## config.mk

```make
export PLATFORM = sky130hd
export DESIGN_NAME = max_tracking_stack
export DESIGN_NICKNAME = d
export VERILOG_FILES = /design/src/rtl/mts_pkg.sv /design/src/rtl/mts_ram.sv /design/src/rtl/mts_stack.sv /design/src/rtl/max_tracking_stack.sv
export SDC_FILE = /design/constraint.sdc
export NUM_CORES = 2
export LEC_CHECK = 0
export BUFFER_PORTS_ARGS = -buffer_cell sky130_fd_sc_hd__buf_4
export CORE_ASPECT_RATIO = 0.7
export CORE_MARGIN = 3
export CORE_UTILIZATION = 40
export DETAILED_ROUTE_END_ITERATION = 7
export GPL_ROUTABILITY_DRIVEN = 0
export HOLD_SLACK_MARGIN = 0.06
export PLACE_DENSITY = 0.6
export SLEW_MARGIN = 20
export SYNTH_ARGS = -nofsm -noshare
export SYNTH_HDL_FRONTEND = slang
export SYNTH_SLANG_ARGS = --single-unit
```

## constraint.sdc

```tcl
create_clock -name clk -period 26.7 [get_ports clk]
set_input_delay 6.675 -clock clk [delete_from_list [all_inputs] [get_ports clk]]
set_output_delay 6.675 -clock clk [all_outputs]
set_load 0.02 [all_outputs]
```

## src/rtl/mts_pkg.sv

```systemverilog
// ---------------------------------------------------------------------------
// mts_pkg
// Shared types and defaults for the max-tracking stack.
// ---------------------------------------------------------------------------
`timescale 1ns / 1ps
`default_nettype none

package mts_pkg;

  localparam int DEPTH_DEF      = 64;
  localparam int DATA_WIDTH_DEF = 32;
  localparam int VALUE_W        = 32;
  localparam int STATUS_W       = 2;

  typedef enum logic [STATUS_W-1:0] {
    ST_DONE  = 2'd0,
    ST_FULL  = 2'd1,
    ST_EMPTY = 2'd2
  } status_t;

  // One-cycle command to a cached-top stack
  typedef struct packed {
    logic push;
    logic pop;
  } stk_ctl_t;

endpackage

`default_nettype wire

```

## src/rtl/mts_ram.sv

```systemverilog
// ---------------------------------------------------------------------------
// mts_ram
// Simple dual-port RAM, one write and one registered read port.
// ---------------------------------------------------------------------------
`timescale 1ns / 1ps
`default_nettype none

module mts_ram #(
  parameter int WIDTH  = 32,
  parameter int DEPTH  = 64,
  localparam int AW    = (DEPTH > 1) ? $clog2(DEPTH) : 1
) (
  input  wire logic             clk,
  input  wire logic             we,
  input  wire logic [AW-1:0]    waddr,
  input  wire logic [WIDTH-1:0] wdata,
  input  wire logic             re,
  input  wire logic [AW-1:0]    raddr,
  output logic      [WIDTH-1:0] rdata
);

  logic [WIDTH-1:0] mem [DEPTH];

  always_ff @(posedge clk) begin
    if (we) begin
      mem[waddr] <= wdata;
    end
    // hold read data when not enabled
    if (re) begin
      rdata <= mem[raddr];
    end
  end

endmodule

`default_nettype wire

```

## src/rtl/mts_stack.sv

```systemverilog
// ---------------------------------------------------------------------------
// mts_stack
// LIFO with the top entry and the entry below it always available.
// ---------------------------------------------------------------------------
`timescale 1ns / 1ps
`default_nettype none

module mts_stack #(
  parameter int DEPTH      = 64,
  parameter int DATA_WIDTH = 32,
  localparam int CNT_W     = $clog2(DEPTH + 1)
) (
  input  wire logic                  clk,
  input  wire logic                  rst_n,
  input  wire mts_pkg::stk_ctl_t     ctl,
  input  wire logic [DATA_WIDTH-1:0] wr_data,
  output logic      [DATA_WIDTH-1:0] top,
  output logic      [DATA_WIDTH-1:0] below,
  output logic      [CNT_W-1:0]      count
);
  import mts_pkg::*;

  localparam int AW = (DEPTH > 1) ? $clog2(DEPTH) : 1;

  // Entries under the top live in the RAM at their own index; the top is
  // held in a register.
  logic [DATA_WIDTH-1:0] top_r;
  logic [DATA_WIDTH-1:0] byp_r;
  logic                  use_byp_r;
  logic [CNT_W-1:0]      cnt_r;
  logic [DATA_WIDTH-1:0] ram_rdata;
  logic                  ram_we;
  logic                  ram_re;
  logic [AW-1:0]         ram_waddr;
  logic [AW-1:0]         ram_raddr;
  logic [CNT_W-1:0]      waddr_full;
  logic [CNT_W-1:0]      raddr_full;

  assign waddr_full = cnt_r - CNT_W'(1);
  assign raddr_full = cnt_r - CNT_W'(3);
  assign ram_waddr  = waddr_full[AW-1:0];
  assign ram_raddr  = raddr_full[AW-1:0];
  // spill the old top under the new one
  assign ram_we     = ctl.push && (cnt_r != '0);
  // prefetch the entry that becomes "below" after this pop
  assign ram_re     = ctl.pop && (cnt_r >= CNT_W'(3));

  mts_ram #(
    .WIDTH (DATA_WIDTH),
    .DEPTH (DEPTH)
  ) u_ram (
    .clk   (clk),
    .we    (ram_we),
    .waddr (ram_waddr),
    .wdata (top_r),
    .re    (ram_re),
    .raddr (ram_raddr),
    .rdata (ram_rdata)
  );

  assign below = use_byp_r ? byp_r : ram_rdata;
  assign top   = top_r;
  assign count = cnt_r;

  always_ff @(posedge clk) begin
    if (!rst_n) begin
      cnt_r     <= '0;
      use_byp_r <= 1'b0;
    end else if (ctl.push) begin
      cnt_r     <= cnt_r + CNT_W'(1);
      use_byp_r <= 1'b1;
    end else if (ctl.pop) begin
      cnt_r     <= cnt_r - CNT_W'(1);
      use_byp_r <= 1'b0;
    end
  end

  always_ff @(posedge clk) begin
    if (ctl.push) begin
      top_r <= wr_data;
      byp_r <= top_r;
    end else if (ctl.pop) begin
      top_r <= below;
    end
  end

endmodule

`default_nettype wire

```

## src/rtl/max_tracking_stack.sv

```systemverilog
// ---------------------------------------------------------------------------
// max_tracking_stack
// LIFO of signed values that reports its running maximum on every transfer.
// ---------------------------------------------------------------------------
// Usage:
//   Input channel in_*: one transfer per operation. in_tuser[0] selects push
//   (0) or pop (1); in_tdata[31:0] carries the value to push.
//   Result channel out_*: exactly one transfer per input transfer, in order.
//   out_tuser carries the status (done, push rejected full, pop rejected
//   empty); out_tdata carries popped value, maximum, top, depth and an empty
//   flag, each as left after the operation.
// Timing and throughput:
//   A result is registered and out in the cycle after its input transfer. One
//   operation is taken every cycle unless out_tready stalls: both stacks keep
//   their top and the entry below it in registers, so a pop never waits for a
//   RAM read; the next entry down is read during the pop, landing when needed.
// Reset:
//   rst_n clears both counts and the output valid; the stack is empty. RAM
//   contents are never read before being written, so no clearing pass.
// Back-pressure:
//   The result register holds while out_tready is low; in_tready stays high
//   as long as that register is empty or being drained in the same cycle.
// ---------------------------------------------------------------------------
`timescale 1ns / 1ps
`default_nettype none

module max_tracking_stack #(
  parameter int DEPTH        = mts_pkg::DEPTH_DEF,
  parameter int DATA_WIDTH   = mts_pkg::DATA_WIDTH_DEF,
  localparam int CNT_W       = $clog2(DEPTH + 1),
  localparam int OUT_BITS    = 3 * mts_pkg::VALUE_W + CNT_W + 1,
  localparam int OUT_TDATA_W = ((OUT_BITS + 7) / 8) * 8
) (
  input  wire logic                            clk,
  input  wire logic                            rst_n,
  input  wire logic                            in_tvalid,
  output logic                                 in_tready,
  input  wire logic [mts_pkg::VALUE_W-1:0]     in_tdata,   // [31:0] value
  input  wire logic [0:0]                      in_tuser,   // [0] op: 0 push, 1 pop
  output logic                                 out_tvalid,
  input  wire logic                            out_tready,
  // [31:0] popped_value, [63:32] current_max, [95:64] top_value,
  // then depth_after (CNT_W bits), is_empty, zero fill
  output logic [OUT_TDATA_W-1:0]               out_tdata,
  output logic [mts_pkg::STATUS_W-1:0]         out_tuser   // [1:0] status
);
  import mts_pkg::*;

  localparam logic [CNT_W-1:0] FULL = CNT_W'(DEPTH);

  // Input decode
  logic                         acc;
  logic                         is_pop;
  logic signed [DATA_WIDTH-1:0] in_val;

  // Stack views
  logic [DATA_WIDTH-1:0] vs_top, vs_below, ms_top, ms_below;
  logic [CNT_W-1:0]      vs_cnt, ms_cnt;
  stk_ctl_t              vs_ctl, ms_ctl;

  // Step outcome
  logic                  push_ok, pop_ok, max_push, max_pop;
  status_t               status;
  logic [CNT_W-1:0]      vs_cnt_nxt, ms_cnt_nxt;
  logic [DATA_WIDTH-1:0] top_nxt, max_nxt;
  logic [DATA_WIDTH-1:0] popped, top_out, max_out;

  // Result register
  logic                       out_valid_r;
  status_t                    status_r;
  logic [VALUE_W-1:0]         popped_r, max_r, top_r;
  logic [CNT_W-1:0]           depth_r;
  logic                       empty_r;

  assign in_tready = !out_valid_r || out_tready;
  assign acc       = in_tvalid && in_tready;
  assign is_pop    = in_tuser[0];
  // sign-extend or truncate the 32-bit value into the stored width
  assign in_val    = DATA_WIDTH'($signed(in_tdata));

  assign push_ok  = !is_pop && (vs_cnt != FULL);
  assign pop_ok   = is_pop && (vs_cnt != '0);
  // equal values go onto the max stack too, so duplicates pop correctly
  assign max_push = push_ok && ((ms_cnt == '0) || (in_val >= $signed(ms_top)));
  assign max_pop  = pop_ok && (ms_cnt != '0) && (ms_top == vs_top);

  always_comb begin
    if (!is_pop && !push_ok) begin
      status = ST_FULL;
    end else if (is_pop && !pop_ok) begin
      status = ST_EMPTY;
    end else begin
      status = ST_DONE;
    end
  end

  always_comb begin
    vs_cnt_nxt = vs_cnt;
    top_nxt    = vs_top;
    if (push_ok) begin
      vs_cnt_nxt = vs_cnt + CNT_W'(1);
      top_nxt    = in_val;
    end else if (pop_ok) begin
      vs_cnt_nxt = vs_cnt - CNT_W'(1);
      top_nxt    = vs_below;
    end
  end

  always_comb begin
    ms_cnt_nxt = ms_cnt;
    max_nxt    = ms_top;
    if (max_push) begin
      ms_cnt_nxt = ms_cnt + CNT_W'(1);
      max_nxt    = in_val;
    end else if (max_pop) begin
      ms_cnt_nxt = ms_cnt - CNT_W'(1);
      max_nxt    = ms_below;
    end
  end

  assign popped  = pop_ok ? vs_top : '0;
  assign top_out = (vs_cnt_nxt != '0) ? top_nxt : '0;
  assign max_out = (ms_cnt_nxt != '0) ? max_nxt : '0;

  // Commit only on an input transfer
  assign vs_ctl = '{push: acc && push_ok, pop: acc && pop_ok};
  assign ms_ctl = '{push: acc && max_push, pop: acc && max_pop};

  mts_stack #(
    .DEPTH      (DEPTH),
    .DATA_WIDTH (DATA_WIDTH)
  ) u_vals (
    .clk     (clk),
    .rst_n   (rst_n),
    .ctl     (vs_ctl),
    .wr_data (in_val),
    .top     (vs_top),
    .below   (vs_below),
    .count   (vs_cnt)
  );

  mts_stack #(
    .DEPTH      (DEPTH),
    .DATA_WIDTH (DATA_WIDTH)
  ) u_maxs (
    .clk     (clk),
    .rst_n   (rst_n),
    .ctl     (ms_ctl),
    .wr_data (in_val),
    .top     (ms_top),
    .below   (ms_below),
    .count   (ms_cnt)
  );

  // Result valid: set on input transfer, drop once taken
  always_ff @(posedge clk) begin
    if (!rst_n) begin
      out_valid_r <= 1'b0;
    end else if (acc) begin
      out_valid_r <= 1'b1;
    end else if (out_tready) begin
      out_valid_r <= 1'b0;
    end
  end

  // Result payload: load on input transfer, hold otherwise
  always_ff @(posedge clk) begin
    if (acc) begin
      status_r <= status;
      popped_r <= VALUE_W'($signed(popped));
      max_r    <= VALUE_W'($signed(max_out));
      top_r    <= VALUE_W'($signed(top_out));
      depth_r  <= vs_cnt_nxt;
      empty_r  <= (vs_cnt_nxt == '0);
    end
  end

  assign out_tvalid = out_valid_r;
  assign out_tuser  = status_r;
  assign out_tdata  = OUT_TDATA_W'({empty_r, depth_r, top_r, max_r, popped_r});

endmodule

`default_nettype wire

```

==> run summary <==
Postcts setup bufs: 0
Clock share of power: 32.8%
CP cell instances: buf_4, nand2b_1, buf_4
Port Buffers: 144
CP arrival: 7.11 ns
CTS sink count: 4411
Die Span Y: 553 um
Kind of critical path: in -> out
Cell taking the most area after synthesis: edfxtp_1
Power density cells: 88.4 mW/mm^2
Run status: finished clean
First DRT Iteration DRCs: 12600
Clock Root Buffer: clkbuf_16
CTS Hold Bufs: 0
Vias: 82100
Worst EP required: 20.02 ns
Num ports: 145
Most frequent cell after synthesis: edfxtp_1
Setup crit start kind: input port
Nets: 8016
Antenna violations before repair: 53
Die area: 0.435 mm^2
Resized Gates After CTS: 0
Max-cap viol count: 0
Buf+Inv Stages, Crit Path: 2
Routed Wire Length: 455000 um
Pin count of the biggest net entering global routing: 118
Vias in the first global route: 79900
Post-DR vias/cell: 5.89
Die Width: 787 um
Share of the synthesized area in the top cell type: 77.2%
Combinational power share: 20.3%
Reg2reg end: u_maxs.u_ram.rdata[13]$_DFFE_PP_
Switching Fraction: 28.2%
Top FF cell, synth: edfxtp_1
NetSw: 4.83 mW
DR WL/cell: 32.7 um
Synthesized area per cell: 22.7 um^2
Leakage: 58.7 nW
Asr flop ratio synth: 0%
Synth warn: 0
Max clock buf depth: 4
Worst-path clk slew: 0.06 ns
Synth cell count leaders: 4394 x edfxtp_1, 1247 x mux4_2, 303 x nor2_1, 252 x clkbuf_1, 191 x nand2_1
H-tree depth: 5
FP Rows: 200
Sequential element share of the synthesized area: 77.4%
Worst vdd ir: 84.6 uV
FMAX: 0.0725 GHz
Crit end category: output port
Final ANT Viol Nets: 0
CTS tree: yes
Reg2Reg Setup Slack: 20.12 ns
Critical path's top delay family: buffers and inverters
Synth top area cells: edfxtp_1 77%, mux4_2 16%, mux2i_1 0.76%, nor2_1 0.67%, a211oi_1 0.57%
Slew @ Worst Pin: 1.26 ns
Worst path max stage delay: 0.17 ns
Setup TNS Final: 0 ns
GR Util met2: 31.0%
Hold_sp: u_maxs.count[6]$_SDFFE_PN0P_
First-pass GRT wire length: 638000 um
Int Pwr: 12.3 mW
# setup viols final: 0
Final Max Slew Viols: 0
Number of synthesized flops with an enable pin: 4394
Slew headroom: 15.6%
Drc violations: 0
Crit-path max FO: 3
Clock Skew: 0.0415 ns
Min-Delay Path Class: reg -> reg
Hold path endpoint: u_maxs.count[6]$_SDFFE_PN0P_
Met1 usage: 30.3%
P&R area growth vs syn: 13.6%
Final Hold Viols: 0
Mapped Nets: 7610
Slowest CP cell: buf_4
Distinct cells, synth: 67
Final period util: 51.6%
GRT Util Overall: 20.5%
Hold Path Depth: 2
Unrepaired setup endpoints after global routing: no
Reg2reg start: u_maxs.count[0]$_SDFFE_PN0P_
Setup WS pre-CTS: 12.91 ns
Final Critical Period: 13.79 ns
Final worst-path setup slack: 12.91 ns
FF+latch count, synth: 4411
Clock Latency Late Sink: 0.94 ns
HPWL Detailed: 263000 um
Starting Density: 40.2%
Cell repeated most along the worst path: buf_4
M3 GR Usage: 4.95%
Top Usage Layer GRT: met2
Clock buffers created by TritonCTS: 394
Cell area after synthesis: 0.171 mm^2
Total grt overflow: 0
Ratio of cells with drive above 1 in the final layout: 29.1%
Core area: 0.425 mm^2
Sequential share of power: 46.9%
R2R depth: 11
Pre-Repair DR Iteration Count: 8
Cells after Synth: 7536
-- per-stage QoR --
stage / util (%) / total power, mW / instances / hold slack [ns] / instance area (um^2)
CTS: 45.5 / 17.3 / 13900 / 0.493 / 193000
floorplan: - / 10.1 / 7536 / 0.467 / 171000
global placement: 42.5 / 11.6 / 13200 / 0.501 / 180000
finish: 45.7 / 17.2 / 13900 / 0.496 / 194000
global route: 45.7 / 17.7 / 13900 / 0.511 / 194000
detailed placement: 42.6 / 11.7 / 13200 / 0.481 / 181000
-- layer usage --
layer  vias to the layer above  wire length [um]
met5                         -                62
met4                        10             12500
met3                       606             49200
met2                      4404            209000
met1                     44400            184000
li1                      32700                 -
-- power groups by stage --
stage	registers [mW]	logic (mW)	clock network (mW)
after detailed placement	8.19	3.50	0
final	8.04	3.49	5.62
after CTS	8.04	3.50	5.71
after global routing	8.05	3.65	5.99
after global placement	8.19	3.45	0
after floorplan	8.32	1.82	0
-- state kept, by name (all words and copies together), names as in the netlist --
register / flops
top_r: 32
out_tuser: 2
u_vals.u_ram.mem: 2048
u_maxs.count: 7
u_maxs.u_ram.rdata: 32
u_maxs.byp_r: 32
u_vals.count: 7
out_tvalid: 1
popped_r: 32
max_r: 32
depth_r: 7
u_maxs.top: 32
u_maxs.use_byp_r: 1
u_vals.byp_r: 32
u_vals.use_byp_r: 1
empty_r: 1
u_vals.top: 32
u_vals.u_ram.rdata: 32
u_maxs.u_ram.mem: 2048
-- worst max path at each step --
stage	startpoint	endpoint	slack, ns	depth (start not counted)
2_1_floorplan	out_tready	in_tready	13.11	1
3_3_place_gp	out_tready	in_tready	12.88	3
3_5_place_dp	out_tready	in_tready	12.91	3
4_1_cts	out_tready	in_tready	12.91	3
5_1_grt	out_tready	in_tready	12.89	3
6_report	out_tready	in_tready	12.91	3
-- layout make-up --
type                            instances  area (um^2)
Antenna cell                           16         40.0
Clock buffer                          487        10300
Clock inverter                        227         2130
Fill cell                           34700       231000
Inverter                               49          189
Multi-Input combinational cell       2656        37800
Sequential cell                      4411       132000
Tap cell                             5656         7080
Timing Repair Buffer                  430         4160
-- cell families after synthesis --
family                     Yosys count  share of synthesized area [%]
AOI/OAI and AO/OA                  445                           1.66
xor gates and xnor gates            62                          0.318
adders and majority gates           37                          0.271
buffers and inverters              469                           1.11
DFF                               4411                           77.4
muxes                             1379                           17.2
and+or+nand+nor                    733                           1.97
-- cells in the final DEF, fill, tap and decap left out, types with 17 or more instances in the layout --
cell	count
edfxtp_1	4394
mux4_2	1247
clkbuf_16	399
buf_4	371
nor2_1	191
nand2_1	188
a21oi_1	186
mux2i_1	130
a211oi_1	125
nor2_4	112
clkbuf_1	87
and2_1	85
clkinv_1	82
clkinv_2	72
inv_1	48
o21ai_0	38
xor2_1	38
bufinv_16	37
nor2b_1	36
ha_1	35
buf_12	32
a31oi_1	26
buf_16	26
a311oi_1	23
nand3_1	22
clkinvlp_4	19
nor3_1	17
-- worst reg2reg max path, stage by stage, from the launching register on --
cell and delay (ns):
dfxtp_4 0.84, inv_1 0.32, ha_4 0.66, buf_12 0.45
buf_4 0.79, buf_4 0.76, mux4_2 0.41, and2_1 0.17
a211oi_1 0.94, a311oi_1 0.35, a211oi_1 0.32, a21oi_1 0.21
Power figures use the tool's default switching activity.
